--- src/rtl/prq_pkg.sv ---
// ----------------------------------------------------------------------------
// prq_pkg: shared types and constants for the packet reorder priority queue
// Entry layout, status codes and the controller/datapath command interface.
// ----------------------------------------------------------------------------
package prq_pkg;

    // Storage depth; the circular buffer wraps by index overflow, so keep it
    // a power of two
    localparam int DEPTH  = 64;
    localparam int IDX_W  = $clog2(DEPTH);
    localparam int CNT_W  = $clog2(DEPTH + 1);
    localparam int LIM_W  = 7;
    localparam int HELD_W = 7;
    localparam int CMP_W  = CNT_W + LIM_W;

    localparam logic [LIM_W-1:0] LIMIT_RESET = LIM_W'(64);

    // Result status codes
    typedef enum logic [1:0] {
        STAT_OK    = 2'd0,
        STAT_FULL  = 2'd1,
        STAT_EMPTY = 2'd2
    } status_t;

    // One stored entry: sort key plus handle
    typedef struct packed {
        logic [31:0] epoch;
        logic [63:0] pts;
        logic [63:0] dts;
        logic [31:0] seq;
        logic [15:0] handle;
    } entry_t;

    // Commands from controller to datapath
    typedef struct packed {
        logic    capture;    // latch the accepted beat, clear the result
        logic    mem_rd;     // issue a memory read
        logic    rd_head;    // read at head instead of the slot below pos
        logic    mem_wr;     // write the memory at head + pos
        logic    wr_new;     // write the new entry instead of the read data
        logic    pos_dec;    // step the insertion point down
        logic    cnt_inc;    // one more stored entry
        logic    pop_take;   // take read data as result, advance head
        logic    set_status; // record a status code
        status_t status;
        logic    load_out;   // move result into the output register
    } prq_cmd_t;

    // Status from datapath to controller
    typedef struct packed {
        logic is_pop;
        logic empty;
        logic full;
        logic pos_zero;
        logic key_below;
    } prq_stat_t;

endpackage

--- src/rtl/prq_ctrl.sv ---
// ----------------------------------------------------------------------------
// prq_ctrl: controller of the packet reorder priority queue
// Sequences one operation at a time: decide, insertion scan or head read,
// then hand the result to the output register.
// ----------------------------------------------------------------------------
module prq_ctrl
    import prq_pkg::*;
(
    input  logic      clk,
    input  logic      rst_n,
    input  logic      in_valid,
    output logic      in_ready,
    output logic      out_valid,
    input  logic      out_ready,
    input  prq_stat_t stat,
    output prq_cmd_t  cmd
);

    typedef enum logic [2:0] {
        ST_IDLE,
        ST_DECIDE,
        ST_SCAN,
        ST_CMP,
        ST_POP_RD,
        ST_FINISH
    } state_t;

    state_t state_reg;
    state_t state_next;
    logic   in_ready_reg;
    logic   out_valid_reg;
    logic   out_valid_next;
    logic   accept;
    logic   can_load;

    assign accept   = in_valid && in_ready_reg;
    assign can_load = !out_valid_reg || out_ready;

    // Next state and commands
    always_comb
    begin
        state_next = state_reg;
        cmd        = '0;
        cmd.status = STAT_OK;
        case (state_reg)
            ST_IDLE:
            begin
                if (accept)
                begin
                    cmd.capture    = 1'b1;
                    cmd.set_status = 1'b1;
                    state_next     = ST_DECIDE;
                end
            end
            ST_DECIDE:
            begin
                if (stat.is_pop)
                begin
                    if (stat.empty)
                    begin
                        cmd.set_status = 1'b1;
                        cmd.status     = STAT_EMPTY;
                        state_next     = ST_FINISH;
                    end
                    else
                    begin
                        cmd.mem_rd  = 1'b1;
                        cmd.rd_head = 1'b1;
                        state_next  = ST_POP_RD;
                    end
                end
                else if (stat.full)
                begin
                    cmd.set_status = 1'b1;
                    cmd.status     = STAT_FULL;
                    state_next     = ST_FINISH;
                end
                else
                begin
                    state_next = ST_SCAN;
                end
            end
            ST_SCAN:
            begin
                if (stat.pos_zero)
                begin
                    cmd.mem_wr  = 1'b1;
                    cmd.wr_new  = 1'b1;
                    cmd.cnt_inc = 1'b1;
                    state_next  = ST_FINISH;
                end
                else
                begin
                    cmd.mem_rd = 1'b1;
                    state_next = ST_CMP;
                end
            end
            ST_CMP:
            begin
                // Shift the larger entry up, or drop the new one in place
                cmd.mem_wr = 1'b1;
                if (stat.key_below)
                begin
                    cmd.pos_dec = 1'b1;
                    state_next  = ST_SCAN;
                end
                else
                begin
                    cmd.wr_new  = 1'b1;
                    cmd.cnt_inc = 1'b1;
                    state_next  = ST_FINISH;
                end
            end
            ST_POP_RD:
            begin
                cmd.pop_take = 1'b1;
                state_next   = ST_FINISH;
            end
            ST_FINISH:
            begin
                if (can_load)
                begin
                    cmd.load_out = 1'b1;
                    state_next   = ST_IDLE;
                end
            end
            default:
            begin
                state_next = ST_IDLE;
            end
        endcase
    end

    // Output beat valid: set on load, clear when taken
    always_comb
    begin
        if (cmd.load_out)
        begin
            out_valid_next = 1'b1;
        end
        else if (out_ready)
        begin
            out_valid_next = 1'b0;
        end
        else
        begin
            out_valid_next = out_valid_reg;
        end
    end

    // State and registered handshake outputs
    always_ff @(posedge clk or negedge rst_n)
    begin
        if (!rst_n)
        begin
            state_reg     <= ST_IDLE;
            in_ready_reg  <= 1'b1;
            out_valid_reg <= 1'b0;
        end
        else
        begin
            state_reg     <= state_next;
            in_ready_reg  <= (state_next == ST_IDLE);
            out_valid_reg <= out_valid_next;
        end
    end

    assign in_ready  = in_ready_reg;
    assign out_valid = out_valid_reg;

`ifndef SYNTH
    a_ready_idle: assert property (@(posedge clk) disable iff (!rst_n)
        in_ready_reg |-> state_reg == ST_IDLE)
        else $error("prq_ctrl: ready outside idle");

    a_cmp_after_read: assert property (@(posedge clk) disable iff (!rst_n)
        state_reg == ST_CMP |-> $past(cmd.mem_rd))
        else $error("prq_ctrl: compare without a read");

    a_load_free: assert property (@(posedge clk) disable iff (!rst_n)
        cmd.load_out |-> !out_valid_reg || out_ready)
        else $error("prq_ctrl: output register overwritten");
`endif

endmodule

--- config.mk ---
export PLATFORM = sky130hd
export DESIGN_NAME = prq_ctrl
export DESIGN_NICKNAME = d
export VERILOG_FILES = /design/src/rtl/prq_pkg.sv /design/src/rtl/prq_ctrl.sv
export SDC_FILE = /design/constraint.sdc
export NUM_CORES = 1
export LEC_CHECK = 0
export BUFFER_PORTS_ARGS = -buffer_cell sky130_fd_sc_hd__buf_2
export CELL_PAD_IN_SITES_DETAIL_PLACEMENT = 0
export CELL_PAD_IN_SITES_GLOBAL_PLACEMENT = 1
export CORE_MARGIN = 3
export CORE_UTILIZATION = 27
export DETAILED_ROUTE_END_ITERATION = 7
export PLACE_DENSITY_LB_ADDON = 0.1
export SYNTH_ARGS = -nofsm -noshare
export SYNTH_HDL_FRONTEND = slang
export SYNTH_SLANG_ARGS = --single-unit
--- constraint.sdc ---
create_clock -name clk -period 1.59 [get_ports clk]
set_clock_uncertainty 0.05 [all_clocks]
set_input_delay 0.2385 -clock clk [delete_from_list [all_inputs] [get_ports clk]]
set_output_delay 0.2385 -clock clk [all_outputs]
set_load 0.05 [all_outputs]
Word level (Yosys, flattened, before mapping)
Cells that the tools add are included.
{"block": "word_totals", "regBits": 5, "latchBits": 0, "ramBits": 0, "mem_bits_ro": 0, "output_inout_bits": 14, "mem_count": 0}
{"block": "classes", "add_sub_neg": 0, "mul": 0, "div": 0, "magnitude_cmp": 0, "n_eq_ne": 5, "shifts": 0, "muxes": 32, "bitwise": 0, "n_reduce_logical": 6}
{"cell": "3-bit two-way mux", "count": 9}
{"cell": "3-bit case mux with 6 select lines", "count": 1}
{"cell": "1-bit two-way mux", "count": 14}
{"cell": "2-bit two-way mux", "count": 4}
{"cell": "3-bit by 2-bit equality test with 1-bit output (second input constant)", "count": 2}
{"cell": "3-bit equality test (second input constant)", "count": 2}
{"cell": "3-bit zero test", "count": 2}
{"cell": "1-bit case mux with 2 select lines", "count": 3}
{"cell": "2-bit case mux with 2 select lines", "count": 1}
{"cell": "3-bit by 1-bit equality test with 1-bit output (second input constant)", "count": 1}
{"cell": "2-bit nonzero test", "count": 1}
{"cell": "1-bit logical AND", "count": 1}
{"cell": "1-bit zero test", "count": 1}
{"cell": "1-bit logical OR", "count": 1}

Longest topological paths before layout
{"block": "depth", "ltp_word": 5, "ltp_mapped": 4, "mapped_depth_nobuf": 3}

Worst setup path before layout
Ideal clock, no wire load.
{"block": "synth_timing", "kind": "flip-flop to output port", "start": "register state_reg[2]", "end": "output port cmd[7] (netlist bit)", "arrival_time_ps": 2227, "t_required_ps": 1301, "setup_slack_ps": -925, "path_stages_with_launch": 4, "path_buffers": 1, "path_cell_list": "dfrtp_1 nand2b_1 nor3b_1 buf_4"}
{"item": "start, declared", "line": "prq_ctrl.sv:28", "rtl": "state_t state_reg;"}
{"item": "start signal, assigned", "line": "prq_ctrl.sv:162", "rtl": "state_reg <= state_next;"}
{"item": "end, declared", "line": "prq_ctrl.sv:16", "rtl": "output prq_cmd_t cmd"}

==> results.txt <==
----------------------------------------------------
[Finish]
  Flip-flop count of the largest register after layout ... 3
  Fraction of final layout cells with drive strength greater than 1 ... 67.5%
  Number of filler cells placed in the layout ... ~90
  Synth-to-layout area growth ... 101%
  N_diodes ... 0
  Net count of the finished layout ... 90

[Global routing]
  Via count of the first global-routing pass ... 426
  GRT Residual Overflow ... 0
  Antenna violations before repair ... 0
  Total GRT Usage ... 13.1%
  Wire length of the first global-routing pass ... 1900 um
  Largest net degree at the start of global routing ... 7

[Logic synthesis]
  Main synth FF type ... sky130_fd_sc_hd__dfrtp_1
  Cell type contributing the most total cell area after synthesis ... sky130_fd_sc_hd__dfrtp_1
  Number of enable flip-flop cells after synthesis ... 0
  Sequential cell area fraction in the yosys report ... 32.8%
  Number of register bits inferred by synthesis ... 5
  Syn avg cell area ... 8.38 um2
  Share of async-settable or async-resettable flops after synthesis ... 100%
  Number of instances in the synthesized netlist ... 46
  Synthesis warning total ... 0
  Unique cell type count in the Yosys netlist ... 23
  Leading cell types by total area after synthesis ... sky130_fd_sc_hd__dfrtp_1 26%, sky130_fd_sc_hd__nor2_1 7.8%, sky130_fd_sc_hd__dfstp_2 6.8%
  Yosys top cell area share ... 26.0%
  Net Count, Synth ... 55
  Total standard cell area after synthesis ... approximately 390 um2

[Clock tree]
  Clock transition at the registers of the reported paths ... 60 ps
  Root cell of the clock tree ... sky130_fd_sc_hd__clkbuf_4
  Clock buffer count from CTS ... 3
  Clock latency at the later pin of the worst-skew pair ... 250 ps
  Clock tree from TritonCTS ... done
  Maximum number of buffers from clock root to sink ... 2
  Clock Sinks ... 5
  H-tree depth ... 1

[Timing]
  Highest clock frequency the design can meet ... 567 MHz
  Period utilization ... 111%
  Hold violation total from the final report ... 0
  Final WS setup ... -172 ps
  Pin slew with the least headroom to its limit ... slightly below 300 ps
  Headroom to the max-slew limit ... 80.1%
  # setup viols final ... 9
  RSZ-0062 raised after global routing ... yes
  Post-layout min period ... 1760 ps
  Final number of max-transition violations ... 0

[Routing]
  Post-Route WL ... 1160 um
  Wire length on met2 ... 530 um
  Per-cell routed wire length ... 12.3 um
  Routed length on met1 ... 526 um
  First DRT Iteration DRCs ... 5
  Amount of wire on met3 after detailed routing ... 99 um
  Via/cell ratio ... 4.87
  Uppermost layer routed ... met4
  Number of iterations in the first detailed-routing pass ... 4
  Remaining DRCs ... 0
  Number of routed nets with antenna violations ... 0
  Via Count ... 458

[Critical path]
  Crit path capture type ... output port
  Type of the worst setup path ... flip-flop to output port
  Cells on worst reg2reg path ... 4
  Worst reg2reg endpoint ... state_reg[0]$_DFF_PN0_
  Startpoint of the worst setup timing path ... state_reg[1]$_DFF_PN0_
  Startpoint type of the worst setup path ... flip-flop
  Required time of the worst setup path ... 1300 ps
  Reg2Reg Launch Point ... state_reg[0]$_DFF_PN0_
  Top fanout value on the critical path ... 5
  Capture point of the critical path ... cmd[9]
  Arrival time of the worst setup path ... 1470 ps
  Setup slack on the worst flop-to-flop path ... roughly 200 ps

[Pwr]
  P per Cell Area ... 2300 nW/um2
  Overall power consumption ... 1780 uW
  Static leakage ... 0.000363 uW
  Max VDD drop ... 1120 uV

[Outcome]
  Run status ... finished, violations left
  Failing checks ... negative setup slack

[Placement]
  Count of input and output buffers ... 22
  DP Worst Slack ... -14.7 ps
  Final weighted congestion of routability-driven global placement ... between 0.7 and 0.8
  DPL Wire Length ... about 800 um

[Die]
  Total I/O pin count ... 23
  Chip Height ... 43.8 um
  Placeable core region ... 1220 um2
  Site row count ... 12
  Starting density of the core ... 31.7%
  X dimension of the die ... 43.8 um
  Area of the die ... 1920 um2

[Run]
  Max Cap Viol ... 0

[Worst hold path]
  Hold WC Path Type ... primary input to flip-flop

----------------------------------------------------
through the flow:
step / util, % / setup TNS, ps / instance area [um2] / cells / hold WS, ps
after floorplan: - / -756 / 434 / 46 / -107
after global placement: 47.4 / 0 / 577 / 85 / 8.11
after detailed placement: 47.4 / -23.8 / 577 / 85 / 8.02
after CTS: 61.2 / -924 / 744 / 94 / 240
after global routing: 63.6 / -1400 / 773 / 94 / 247
final: 63.6 / -901 / 773 / 94 / 234
area by class of cell:
| class | instances | area [um2] | share of cell area [%] |
|---|---|---|---|
| Clock buffer | 4 | 26.3 | 3.40 |
| Inverter | 2 | 7.51 | 0.971 |
| Multi-Input combinational cell | 35 | 299 | 38.7 |
| Sequential cell | 5 | 126 | 16.3 |
| Tap cell | 14 | 17.5 | 2.27 |
| Timing Repair Buffer | 34 | 297 | 38.3 |
worst min-delay path by stage:
stage	startpoint	end	slack [ps]	cells after the start
3_5_place_dp	rst_n	out_valid$_DFFE_PN0P_	8	1
3_3_place_gp	rst_n	out_valid$_DFFE_PN0P_	8	1
6_report	in_valid	in_ready$_DFF_PN1_	230	3
2_1_floorplan	rst_n	out_valid$_DFFE_PN0P_	-110	0
4_1_cts	in_valid	in_ready$_DFF_PN1_	240	3
5_1_grt	in_valid	in_ready$_DFF_PN1_	250	3
metal layers:
layer / vias to the layer above / track usage, %
li1: 232 / -
met1: 202 / 17.7
met2: 22 / 20.1
met3: 2 / 3.73
met4: 0 / 3.61
met5: - / 0
where the power goes:
group / switching (uW) / internal (uW)
clock: 58.7 / 95.3
sequential: 53.3 / 201
combinational: 779 / 592
cells in the final DEF (no fill, tap or decap):
cell	n
sky130_fd_sc_hd__a211oi_1	2
sky130_fd_sc_hd__nand2b_1	1
sky130_fd_sc_hd__nor2_1	3
sky130_fd_sc_hd__nor2_2	3
sky130_fd_sc_hd__a311o_2	1
sky130_fd_sc_hd__inv_1	2
sky130_fd_sc_hd__nor3b_2	1
sky130_fd_sc_hd__a21oi_1	3
sky130_fd_sc_hd__dfrtp_1	4
sky130_fd_sc_hd__or3_4	1
sky130_fd_sc_hd__nor2_4	2
sky130_fd_sc_hd__nor3b_4	2
sky130_fd_sc_hd__o22ai_2	1
sky130_fd_sc_hd__buf_6	15
sky130_fd_sc_hd__clkbuf_4	3
sky130_fd_sc_hd__o22ai_1	1
sky130_fd_sc_hd__buf_8	1
sky130_fd_sc_hd__and3_4	1
sky130_fd_sc_hd__and2b_2	1
sky130_fd_sc_hd__and2_1	1
sky130_fd_sc_hd__buf_2	10
sky130_fd_sc_hd__dlygate4sd3_1	1
sky130_fd_sc_hd__dfstp_2	1
sky130_fd_sc_hd__mux2i_1	1
sky130_fd_sc_hd__nand2b_4	1
sky130_fd_sc_hd__nand2_1	5
sky130_fd_sc_hd__a32oi_2	1
sky130_fd_sc_hd__or3_1	1
sky130_fd_sc_hd__clkbuf_1	1
sky130_fd_sc_hd__or3b_4	1
sky130_fd_sc_hd__buf_4	7
sky130_fd_sc_hd__nor3_4	1
cell families after synthesis:
logic type | synth area share (%)
flops | 32.8
simple gates | 36.0
mux | 2.60
compound gates | 17.9
buf+inv | 10.7
synth_stat cells (all sizes together), types with 2 or more instances:
| cell | instances |
|---|---|
| a211oi | 2 |
| a21oi | 3 |
| buf | 4 |
| dfrtp | 4 |
| inv | 2 |
| nand2 | 5 |
| nand2b | 2 |
| nor2 | 8 |
| nor3b | 3 |
| o22ai | 2 |
| or3 | 2 |
worst max-delay path, stage by stage, from the launching register on:
cell and delay, ps:
sky130_fd_sc_hd__dfrtp_1 400, sky130_fd_sc_hd__or3b_4 460, sky130_fd_sc_hd__nor3b_2 200, sky130_fd_sc_hd__buf_6 180
timing repair:
action | CTS | global route
cloned | 0 | 0
resized for setup | 29 | 7
hold endpoints to repair | 5 | 0
buffers inserted | 4 | 0
hold buffers | 1 | 0
pin swaps | 4 | 1
endpoints found under the setup margin | 11 | 11
Note: power is estimated with default switching activity, not from simulation.
